<file path="config.mk">
export PLATFORM = sky130hd
export DESIGN_NAME = binary_thinning_subpass_unit
export DESIGN_NICKNAME = d
export VERILOG_FILES = /design/src/design/bts_pkg.sv /design/src/design/bts_line_store.sv /design/src/design/bts_seq.sv /design/src/design/bts_decide.sv /design/src/design/bts_out_fifo.sv /design/src/design/binary_thinning_subpass_unit.sv
export SDC_FILE = /design/constraint.sdc
export NUM_CORES = 2
export LEC_CHECK = 0
export ABC_AREA = 1
export BUFFER_PORTS_ARGS = -buffer_cell sky130_fd_sc_hd__clkbuf_2
export CAP_MARGIN = 40
export CORE_MARGIN = 8
export CORE_UTILIZATION = 57
export DETAILED_ROUTE_END_ITERATION = 7
export PLACE_DENSITY = 0.79
export SLEW_MARGIN = 30
export SYNTH_ARGS = -nofsm -noshare
export SYNTH_HDL_FRONTEND = slang
export SYNTH_HIERARCHICAL = 1
export SYNTH_SLANG_ARGS = --single-unit
</file>
<file path="constraint.sdc">
create_clock -name clock -period 16.32 [get_ports clock]
set_input_delay 0.816 -clock clock [delete_from_list [all_inputs] [get_ports clock]]
set_output_delay 0.816 -clock clock [all_outputs]
set_load 0.02 [all_outputs]
</file>
<file path="src/design/bts_pkg.sv">
// Shared constants and types for the binary thinning sub-pass unit.
package bts_pkg;

   localparam int DEF_MAX_WIDTH = 1024;

   localparam int FW_W       = 11;  // frame_width register
   localparam int FH_W       = 12;  // frame_height register
   localparam int ROW_W      = 13;  // input row counter runs past the frame during drain
   localparam int CSR_IDX_W  = 2;
   localparam int CSR_DATA_W = 12;

   localparam int MIN_DIM      = 3;
   localparam int RESET_WIDTH  = 640;
   localparam int RESET_HEIGHT = 480;

   // Output queue
   localparam int FIFO_DEPTH = 3;
   localparam int FIFO_PTR_W = $clog2(FIFO_DEPTH);
   localparam int FIFO_CNT_W = $clog2(FIFO_DEPTH + 1);
   localparam int OCC_W      = FIFO_CNT_W + 1;

   // Register indexes
   localparam logic [CSR_IDX_W-1:0] CSR_METHOD       = 2'd0;
   localparam logic [CSR_IDX_W-1:0] CSR_SUB_PASS     = 2'd1;
   localparam logic [CSR_IDX_W-1:0] CSR_FRAME_WIDTH  = 2'd2;
   localparam logic [CSR_IDX_W-1:0] CSR_FRAME_HEIGHT = 2'd3;

   localparam logic METHOD_ZHANG_SUEN = 1'b0;
   localparam logic METHOD_GUO_HALL   = 1'b1;

   localparam logic CMD_PIXEL = 1'b0;
   localparam logic CMD_FLUSH = 1'b1;

   // Per-beat control handed from the sequencer to the decision stage
   typedef struct packed {
      logic pix;
      logic emit;
      logic last;
      logic interior;
   } bts_item_type;

   typedef struct packed {
      logic out_pixel;
      logic removed;
      logic last;
      logic any_removed;
   } bts_result_type;

endpackage

</file>
<file path="src/design/bts_line_store.sv">
// Two-row line store: one synchronous 2-bit memory with same-address forwarding.
module bts_line_store
   import bts_pkg::*;
#(
   parameter int MAX_WIDTH = DEF_MAX_WIDTH,
   parameter int CW        = $clog2(MAX_WIDTH)
) (
   input  logic          clock,
   input  logic          reset,
   input  logic          rd_en,
   input  logic [CW-1:0] rd_addr,
   input  logic          wr_en,
   input  logic [CW-1:0] wr_addr,
   input  logic [1:0]    wr_data,   // {row above, current row}
   output logic [1:0]    rd_data    // {two rows above, row above}
);

   logic [1:0] mem [MAX_WIDTH];
   logic [1:0] mem_q_ff;
   logic [1:0] fwd_data_ff;
   logic       fwd_ff;

   always_ff @(posedge clock) begin
      if (wr_en) begin
         mem[wr_addr] <= wr_data;
      end
      if (rd_en) begin
         mem_q_ff    <= mem[rd_addr];
         fwd_data_ff <= wr_data;
      end
   end

   // write and read of one entry at the same edge: take the new data
   always_ff @(posedge clock) begin
      if (reset) begin
         fwd_ff <= 1'b0;
      end else if (rd_en) begin
         fwd_ff <= wr_en && (wr_addr == rd_addr);
      end
   end

   assign rd_data = fwd_ff ? fwd_data_ff : mem_q_ff;

endmodule

</file>
<file path="src/design/bts_seq.sv">
// Raster sequencer: input/output position counters, line store read, stage-1 control.
module bts_seq
   import bts_pkg::*;
#(
   parameter int MAX_WIDTH = DEF_MAX_WIDTH,
   parameter int CW        = $clog2(MAX_WIDTH)
) (
   input  logic            clock,
   input  logic            reset,
   input  logic            accept,
   input  logic            cmd,
   input  logic            pixel,
   input  logic [FW_W-1:0] frame_width,
   input  logic [FH_W-1:0] frame_height,
   output logic            rd_en,
   output logic [CW-1:0]   rd_addr,
   output logic            s1_valid_ff,
   output bts_item_type    item_ff,
   output logic [CW-1:0]   addr_ff
);

   localparam int WW = $clog2(MAX_WIDTH + 1);

   logic [CW-1:0]    in_col_ff, in_col_in;
   logic [ROW_W-1:0] in_row_ff, in_row_in;
   logic [CW-1:0]    out_col_ff, out_col_in;
   logic [FH_W-1:0]  out_row_ff, out_row_in;
   logic             s1_valid_in;
   bts_item_type     item_in;

   logic [WW-1:0]    w_eff;
   logic [FH_W-1:0]  h_eff;
   logic             drain;
   logic             ignore;
   logic [WW-1:0]    col_inc;
   logic [WW-1:0]    out_col_inc;
   logic [ROW_W-1:0] out_row_inc;
   logic             col_wrap;
   logic             out_col_wrap;

   always_comb begin
      if (frame_width < FW_W'(MIN_DIM)) begin
         w_eff = WW'(MIN_DIM);
      end else if (32'(frame_width) > MAX_WIDTH) begin
         w_eff = WW'(MAX_WIDTH);
      end else begin
         w_eff = WW'(frame_width);
      end
      h_eff = (frame_height < FH_W'(MIN_DIM)) ? FH_W'(MIN_DIM) : frame_height;

      drain  = in_row_ff >= ROW_W'(h_eff);
      // flush inside the frame is dropped; after the frame every beat drains
      ignore = !drain && (cmd == CMD_FLUSH);

      col_inc      = WW'(in_col_ff) + WW'(1);
      col_wrap     = col_inc >= w_eff;
      out_col_inc  = WW'(out_col_ff) + WW'(1);
      out_col_wrap = out_col_inc >= w_eff;
      out_row_inc  = ROW_W'(out_row_ff) + ROW_W'(1);

      item_in.pix      = drain ? 1'b0 : pixel;
      item_in.emit     = (in_row_ff >= ROW_W'(2)) ||
                         ((in_row_ff == ROW_W'(1)) && (in_col_ff != '0));
      item_in.last     = (out_row_inc >= ROW_W'(h_eff)) && out_col_wrap;
      item_in.interior = (out_row_ff != '0) && (out_row_inc < ROW_W'(h_eff)) &&
                         (out_col_ff != '0) && (out_col_inc < w_eff);

      s1_valid_in = accept && !ignore;

      in_col_in  = in_col_ff;
      in_row_in  = in_row_ff;
      out_col_in = out_col_ff;
      out_row_in = out_row_ff;
      if (s1_valid_in) begin
         if (col_wrap) begin
            in_col_in = '0;
            in_row_in = in_row_ff + ROW_W'(1);
         end else begin
            in_col_in = col_inc[CW-1:0];
         end
         if (item_in.emit) begin
            if (item_in.last) begin
               in_col_in  = '0;
               in_row_in  = '0;
               out_col_in = '0;
               out_row_in = '0;
            end else if (out_col_wrap) begin
               out_col_in = '0;
               out_row_in = out_row_inc[FH_W-1:0];
            end else begin
               out_col_in = out_col_inc[CW-1:0];
            end
         end
      end
   end

   assign rd_en   = s1_valid_in;
   assign rd_addr = in_col_ff;

   always_ff @(posedge clock) begin
      if (reset) begin
         in_col_ff   <= '0;
         in_row_ff   <= '0;
         out_col_ff  <= '0;
         out_row_ff  <= '0;
         s1_valid_ff <= 1'b0;
      end else begin
         in_col_ff   <= in_col_in;
         in_row_ff   <= in_row_in;
         out_col_ff  <= out_col_in;
         out_row_ff  <= out_row_in;
         s1_valid_ff <= s1_valid_in;
      end
   end

   always_ff @(posedge clock) begin
      if (s1_valid_in) begin
         item_ff <= item_in;
         addr_ff <= in_col_ff;
      end
   end

   a_s1_from_accept: assert property (@(posedge clock) disable iff (reset)
      s1_valid_ff |-> $past(accept))
      else $error("stage 1 holds a beat that was never accepted");

   a_last_is_emit: assert property (@(posedge clock) disable iff (reset)
      (s1_valid_ff && item_ff.last) |-> item_ff.emit)
      else $error("frame end flagged on a beat without a result");

endmodule

</file>
<file path="src/design/bts_decide.sv">
// 3x3 window, Zhang-Suen / Guo-Hall deletion tests and frame removal flag.
module bts_decide
   import bts_pkg::*;
(
   input  logic           clock,
   input  logic           reset,
   input  logic           s1_valid,
   input  bts_item_type   item,
   input  logic [1:0]     rd_data,   // {two rows above, row above}
   input  logic           method,
   input  logic           sub_pass,
   output logic           push,
   output bts_result_type result
);

   // p[7:0] = {p9, p8, p7, p6, p5, p4, p3, p2}
   function automatic logic [7:0] ring(input logic [8:0] w);
      ring = {w[0], w[1], w[2], w[5], w[8], w[7], w[6], w[3]};
   endfunction

   function automatic logic zs_test(input logic [8:0] w, input logic odd);
      logic [7:0] p;
      logic [7:0] rise;
      logic [3:0] a;
      logic [3:0] b;
      logic       m1;
      logic       m2;
      p    = ring(w);
      rise = ~p & {p[0], p[7:1]};
      a    = '0;
      b    = '0;
      for (int k = 0; k < 8; k++) begin
         a = a + 4'(rise[k]);
         b = b + 4'(p[k]);
      end
      if (!odd) begin
         m1 = p[0] & p[2] & p[4];
         m2 = p[2] & p[4] & p[6];
      end else begin
         m1 = p[0] & p[2] & p[6];
         m2 = p[0] & p[4] & p[6];
      end
      zs_test = (a == 4'd1) && (b >= 4'd2) && (b <= 4'd6) && !m1 && !m2;
   endfunction

   function automatic logic gh_test(input logic [8:0] w, input logic odd);
      logic [7:0] p;
      logic [2:0] c;
      logic [2:0] n1;
      logic [2:0] n2;
      logic [2:0] n;
      logic       m;
      p  = ring(w);
      c  = 3'(~p[0] & (p[1] | p[2])) + 3'(~p[2] & (p[3] | p[4])) +
           3'(~p[4] & (p[5] | p[6])) + 3'(~p[6] & (p[7] | p[0]));
      n1 = 3'(p[7] | p[0]) + 3'(p[1] | p[2]) + 3'(p[3] | p[4]) + 3'(p[5] | p[6]);
      n2 = 3'(p[0] | p[1]) + 3'(p[2] | p[3]) + 3'(p[4] | p[5]) + 3'(p[6] | p[7]);
      n  = (n1 < n2) ? n1 : n2;
      if (!odd) begin
         m = (p[4] | p[5] | ~p[7]) & p[6];
      end else begin
         m = (p[0] | p[1] | ~p[3]) & p[2];
      end
      gh_test = (c == 3'd1) && (n >= 3'd2) && (n <= 3'd3) && !m;
   endfunction

   logic [8:0] window_ff, window_in;
   logic       removed_seen_ff, removed_seen_in;
   logic       center;
   logic       pass;
   logic       rem;

   always_comb begin
      window_in = {item.pix, rd_data[0], rd_data[1], window_ff[8:3]};
      center    = window_in[4];
      pass      = (method == METHOD_GUO_HALL) ? gh_test(window_in, sub_pass)
                                              : zs_test(window_in, sub_pass);
      rem       = item.interior & center & pass;

      push                = s1_valid && item.emit;
      result.out_pixel    = center & ~rem;
      result.removed      = rem;
      result.last         = item.last;
      result.any_removed  = item.last & (removed_seen_ff | rem);

      removed_seen_in = removed_seen_ff;
      if (push) begin
         removed_seen_in = item.last ? 1'b0 : (removed_seen_ff | rem);
      end
   end

   always_ff @(posedge clock) begin
      if (reset) begin
         window_ff       <= '0;
         removed_seen_ff <= 1'b0;
      end else begin
         if (s1_valid) begin
            window_ff <= window_in;
         end
         removed_seen_ff <= removed_seen_in;
      end
   end

   a_any_only_on_last: assert property (@(posedge clock) disable iff (reset)
      (push && result.any_removed) |-> result.last)
      else $error("frame removal flag outside the last beat");

   a_seen_cleared: assert property (@(posedge clock) disable iff (reset)
      (push && result.last) |=> !removed_seen_ff)
      else $error("removal flag survived the frame end");

endmodule

</file>
<file path="src/design/bts_out_fifo.sv">
// Small result queue between the decision stage and the response port.
module bts_out_fifo
   import bts_pkg::*;
(
   input  logic                  clock,
   input  logic                  reset,
   input  logic                  push,
   input  bts_result_type        push_data,
   input  logic                  pop,
   output logic                  out_valid,
   output bts_result_type        out_data,
   output logic [FIFO_CNT_W-1:0] count
);

   bts_result_type         entry_ff [FIFO_DEPTH];
   logic [FIFO_PTR_W-1:0]  wr_ptr_ff, wr_ptr_in;
   logic [FIFO_PTR_W-1:0]  rd_ptr_ff, rd_ptr_in;
   logic [FIFO_CNT_W-1:0]  count_ff, count_in;

   function automatic logic [FIFO_PTR_W-1:0] bump(input logic [FIFO_PTR_W-1:0] p);
      bump = (p == FIFO_PTR_W'(FIFO_DEPTH - 1)) ? '0 : p + FIFO_PTR_W'(1);
   endfunction

   always_comb begin
      wr_ptr_in = push ? bump(wr_ptr_ff) : wr_ptr_ff;
      rd_ptr_in = pop ? bump(rd_ptr_ff) : rd_ptr_ff;
      count_in  = count_ff;
      if (push && !pop) begin
         count_in = count_ff + FIFO_CNT_W'(1);
      end else if (!push && pop) begin
         count_in = count_ff - FIFO_CNT_W'(1);
      end
   end

   always_ff @(posedge clock) begin
      if (reset) begin
         wr_ptr_ff <= '0;
         rd_ptr_ff <= '0;
         count_ff  <= '0;
      end else begin
         wr_ptr_ff <= wr_ptr_in;
         rd_ptr_ff <= rd_ptr_in;
         count_ff  <= count_in;
      end
   end

   always_ff @(posedge clock) begin
      if (push) begin
         entry_ff[wr_ptr_ff] <= push_data;
      end
   end

   assign out_valid = count_ff != '0;
   assign out_data  = entry_ff[rd_ptr_ff];
   assign count     = count_ff;

   a_no_overflow: assert property (@(posedge clock) disable iff (reset)
      (push && !pop) |-> (count_ff != FIFO_CNT_W'(FIFO_DEPTH)))
      else $error("result queue overflow");

endmodule

</file>
<file path="src/design/binary_thinning_subpass_unit.sv">
// Top level of the binary thinning sub-pass unit.
//
// Usage:
//  - req_ channel: one beat per pixel in raster order (req_cmd = pixel) or a
//    flush tick (req_cmd = flush). Flush beats inside a frame are dropped;
//    after the last pixel of the frame, frame_width + 1 beats of any kind
//    drain the tail.
//  - rsp_ channel: one beat per pixel of the frame, lagging the input by
//    frame_width + 1 beats. rsp_last marks the final pixel, and on it
//    rsp_any_removed tells whether this sub-pass deleted anything.
//  - csr_ channel: register writes (method, sub_pass, frame_width,
//    frame_height); write only while the unit is idle.
//  - Result path: the input beat completing a window is accepted with the
//    line store read registered, then the decision stage pushes the result
//    into the output queue, whose head is presented on rsp_.
//  - Throughput: one beat per cycle while req_ready is high. The line store
//    memory is read in the accept cycle and written back the next; a
//    same-column overlap is forwarded inside the line store.
//  - Reset: counters, window, flags and registers go to their defaults. The
//    line store is not cleared; its first-row contents only feed border
//    pixels, which pass through.
//  - Stall: a 3-entry output queue absorbs results; req_ready drops when the
//    queue plus the beat in flight would fill it.
module binary_thinning_subpass_unit
   import bts_pkg::*;
#(
   parameter int MAX_WIDTH = DEF_MAX_WIDTH
) (
   input  logic                  clock,
   input  logic                  reset,
   // pixel input
   input  logic                  req_valid,
   output logic                  req_ready,
   input  logic                  req_cmd,
   input  logic                  req_pixel,
   // result output
   output logic                  rsp_valid,
   input  logic                  rsp_ready,
   output logic                  rsp_out_pixel,
   output logic                  rsp_removed,
   output logic                  rsp_last,
   output logic                  rsp_any_removed,
   // register writes
   input  logic                  csr_valid,
   output logic                  csr_ready,
   input  logic [CSR_IDX_W-1:0]  csr_index,
   input  logic [CSR_DATA_W-1:0] csr_data
);

   localparam int CW = $clog2(MAX_WIDTH);

   // configuration registers
   logic            method_ff;
   logic            sub_pass_ff;
   logic [FW_W-1:0] frame_width_ff;
   logic [FH_W-1:0] frame_height_ff;

   logic                  accept;
   logic                  rd_en;
   logic [CW-1:0]         rd_addr;
   logic [1:0]            rd_data;
   logic                  s1_valid;
   bts_item_type          s1_item;
   logic [CW-1:0]         s1_addr;
   logic                  push;
   bts_result_type        result;
   bts_result_type        head;
   logic [FIFO_CNT_W-1:0] fifo_count;
   logic [OCC_W-1:0]      occupancy;

   assign csr_ready = !reset;

   always_ff @(posedge clock) begin
      if (reset) begin
         method_ff       <= METHOD_ZHANG_SUEN;
         sub_pass_ff     <= 1'b0;
         frame_width_ff  <= FW_W'(RESET_WIDTH);
         frame_height_ff <= FH_W'(RESET_HEIGHT);
      end else if (csr_valid) begin
         case (csr_index)
            CSR_METHOD:       method_ff       <= csr_data[0];
            CSR_SUB_PASS:     sub_pass_ff     <= csr_data[0];
            CSR_FRAME_WIDTH:  frame_width_ff  <= csr_data[FW_W-1:0];
            CSR_FRAME_HEIGHT: frame_height_ff <= csr_data[FH_W-1:0];
            default:          method_ff       <= method_ff;
         endcase
      end
   end

   // Queue entries plus a result still in the decision stage must leave a slot.
   assign occupancy = OCC_W'(fifo_count) + OCC_W'(s1_valid && s1_item.emit);
   assign req_ready = !reset && (occupancy < OCC_W'(FIFO_DEPTH));
   assign accept    = req_valid && req_ready;

   bts_seq #(
      .MAX_WIDTH (MAX_WIDTH),
      .CW        (CW)
   ) u_seq (
      .clock        (clock),
      .reset        (reset),
      .accept       (accept),
      .cmd          (req_cmd),
      .pixel        (req_pixel),
      .frame_width  (frame_width_ff),
      .frame_height (frame_height_ff),
      .rd_en        (rd_en),
      .rd_addr      (rd_addr),
      .s1_valid_ff  (s1_valid),
      .item_ff      (s1_item),
      .addr_ff      (s1_addr)
   );

   // Write back shifts the column down one row: row above -> two above,
   // new pixel -> row above.
   bts_line_store #(
      .MAX_WIDTH (MAX_WIDTH),
      .CW        (CW)
   ) u_line_store (
      .clock   (clock),
      .reset   (reset),
      .rd_en   (rd_en),
      .rd_addr (rd_addr),
      .wr_en   (s1_valid),
      .wr_addr (s1_addr),
      .wr_data ({rd_data[0], s1_item.pix}),
      .rd_data (rd_data)
   );

   bts_decide u_decide (
      .clock    (clock),
      .reset    (reset),
      .s1_valid (s1_valid),
      .item     (s1_item),
      .rd_data  (rd_data),
      .method   (method_ff),
      .sub_pass (sub_pass_ff),
      .push     (push),
      .result   (result)
   );

   bts_out_fifo u_out_fifo (
      .clock     (clock),
      .reset     (reset),
      .push      (push),
      .push_data (result),
      .pop       (rsp_valid && rsp_ready),
      .out_valid (rsp_valid),
      .out_data  (head),
      .count     (fifo_count)
   );

   assign rsp_out_pixel   = head.out_pixel;
   assign rsp_removed     = head.removed;
   assign rsp_last        = head.last;
   assign rsp_any_removed = head.any_removed;

endmodule
</file>
==> results_dict.tcl <==
set metrics [dict create \
    grt.total_usage_pct 28.0 \
    vias_per_cell 6.25 \
    crit_type "register to register" \
    syn-num-nets 9191 \
    first_iter_violations 11400 \
    synth_area_leaders "edfxtp_1 66%, nand3_1 11%, nand2_1 9.4%" \
    start_util_pct 57.4 \
    clock_skew_ns 0.0321 \
    final_core_utilization_pct 62.9 \
    postCtsSetupBuffers 0 \
    synth_commonest_cells "2373 x nand2_1, 2101 x nand3_1, 2078 x edfxtp_1" \
    period_minus_slack_ns 5.50 \
    min_period_over_period_pct 33.7 \
    fmax_ghz 0.182 \
    p_leak_nw 36.1 \
    finalMaxSlewViolations 0 \
    synth_flop_cell "edfxtp_1" \
    avgSynthCellArea_um2 10.4 \
    slew_headroom_pct 22.3 \
    async_flop_share_pct 0 \
    startpoint_type "register" \
    rsz0062_at_grt "false" \
    grt_max_degree 226 \
    setup_tns_ns 0 \
    drc 8 \
    syn_to_final_growth_pct 9.51 \
    cp_max_fo 108 \
    finalSetupViolations 0 \
    dr.pass1.iters 8 \
    cts_resized 0 \
    die_y_um 424 \
    worst_pin_slew_ns 1.17 \
    cts_sinks 2165 \
    hold_path.class "primary input to register" \
    yosysMostFrequentCell "nand2_1" \
    die_x_um 424 \
    dp_hpwl_um 142000 \
    finalHoldViolations 0 \
    grt_pass1_vias 67800 \
    root_buffer "clkbuf_16" \
    ys_warn_count 6 \
    syn_inst 9086 \
    antenna_found_initial 5 \
    cp.arrival_ns 6.22 \
    wl_per_cell_um 23.4 \
    vias 70000 \
    postRouteAntennaNets 0 \
    ys_ff_latch 2165 \
    synth_top_area_share_pct 65.8 \
    die_area_um2 180000 \
    numCtsBuffers 206 \
    required_ns 17.04 \
    clk_latency_ns 0.85 \
    cp-end-kind "register" \
    clkTransAtPathRegs_ns 0.06 \
    ctsHoldBuffers 0 \
    seq_area_frac_synth_pct 67.6 \
    overflow 0 \
    coreArea_um2 165000 \
    h-tree-depth 4 \
    gp_congestion 0.849 \
    ir_drop_uv 104 \
    powerDensity_nw_per_um2 108 \
    max-cap-violations 0 \
    wirelength_um 262000 \
    synth_top_cell_by_area "edfxtp_1" \
    fin_nets 8930 \
    outcome "finished, violations left" \
    synth-edff-count 2078 \
    max-clock-path-buffers 3 \
    syn_area_um2 94900 \
    cts_tree "done" \
    yosys.cell_types.count 54 \
    num_rows 149 \
    drive_above_1_share_pct 6.68 \
    ios 28 \
    grt_pass1_wl_um 391000 \
    violations "DRC" \
    port_buffers 27 \
]
-- power by group --
group	internal, W	leakage, nW	switching (W)
clock network	0.00264	3.25	0.00207
logic	0.000122	13.4	0.000320
registers	0.00605	19.4	0.00000896
-- flip-flops by register name (all words and copies together), names as in the netlist, 2 cells and up, named ones only --
register                  count
u_line_store/mem_q_ff         2
u_line_store/fwd_data_ff      2
u_out_fifo/wr_ptr_ff          2
u_seq/item_ff                 4
u_seq/out_col_ff             10
u_seq/in_row_ff              13
frame_width_ff               11
u_out_fifo/entry_ff          12
u_seq/out_row_ff             12
u_out_fifo/rd_ptr_ff          2
u_seq/addr_ff                10
u_out_fifo/count              2
u_line_store/mem           2048
u_decide/window_ff            6
u_seq/rd_addr                10
frame_height_ff              12
-- per-layer routing --
metal  share of wire [%]  vias up  global-route usage, %
met5               0.015        -                      0
met2                  46     4871                   45.2
li1                    -    30800                      -
met3                  13      974                   6.30
met4                 6.1        6                   15.1
met1                  34    33400                   35.6
-- placed cells by master (no fill, tap or decap), types with 5 or more instances in the layout --
master,instances
inv_6,6
nor2_1,1200
buf_6,8
nor3_2,6
clkinv_16,5
nand2_2,52
buf_4,97
clkbuf_2,28
edfxtp_1,2078
o21ai_0,28
nor3b_1,5
buf_16,29
dfxtp_4,5
xor2_1,23
clkinv_1,54
clkinv_2,48
clkbuf_1,43
nor4_1,11
fa_1,10
inv_2,10
clkbuf_16,208
ha_1,74
dfxtp_1,80
inv_1,207
o21ai_1,5
nor3_1,34
bufinv_16,18
nand4_1,33
buf_12,34
a21oi_1,67
nand3_4,5
nand3_1,2098
nand2_1,2327
-- worst paths after layout --
check | endpoint | cells after the start | from | slack, ns
max | u_line_store/mem_q_ff[1] | 19 | u_seq/rd_addr[0] | 10.82
min reg2reg | u_decide/removed_seen_ff | 2 | u_decide/removed_seen_ff | 0.48
min | frame_height_ff[5] | 3 | csr_data[5] | 0.23
max reg2reg | u_line_store/mem_q_ff[1] | 19 | u_seq/rd_addr[0] | 10.82
-- worst max-delay path, stage by stage (launching register included) --
cell and delay [ns]:
dfxtp_4 0.53, buf_16 0.29, buf_6 0.66, buf_4 0.47
buf_12 0.30, buf_4 0.72, buf_4 0.53, buf_12 0.31
nand2_1 0.08, nand3_1 0.10, nand3_1 0.11, nand3_1 0.11
nand3_1 0.08, nand3_1 0.25, nand3_1 0.11, nand3_1 0.16
nand3_1 0.14, nand2_1 0.10, nand2_1 0.07, nand2_1 0.07
-- logic make-up after synthesis --
group	count (synthesis)	synth area share [%]
compound gates	121	0.715
xor+xnor	24	0.222
flops	2165	67.6
buf+inv	897	4.20
mux	2	0.0237
simple gates	5793	26.0
fa+ha+maj	84	1.19
-- metrics by stage --
stage	std cells	hold WS, ns	total power [W]	worst slack (ns)	instance area (µm²)
floorplan	9086	0.438	0.00652	0.414	94900
global placement	10700	0.450	0.00658	10.38	95700
detailed placement	10800	0.468	0.00660	10.62	96700
CTS	11200	0.180	0.0112	10.61	103000
global route	11200	0.223	0.0115	10.54	104000
finish	11200	0.232	0.0112	10.82	104000
-- cell type report --
class,count,area [µm²]
flip-flops and latches,2165,64200
fillers,12300,61300
multi-input cells,6024,27000
clock buffers,252,5380
well taps,2189,2740
repair buffers,199,2460
clock inverters,132,1270
inverters,229,902
diodes,4,10.0
Power figures use the tool's default switching activity.
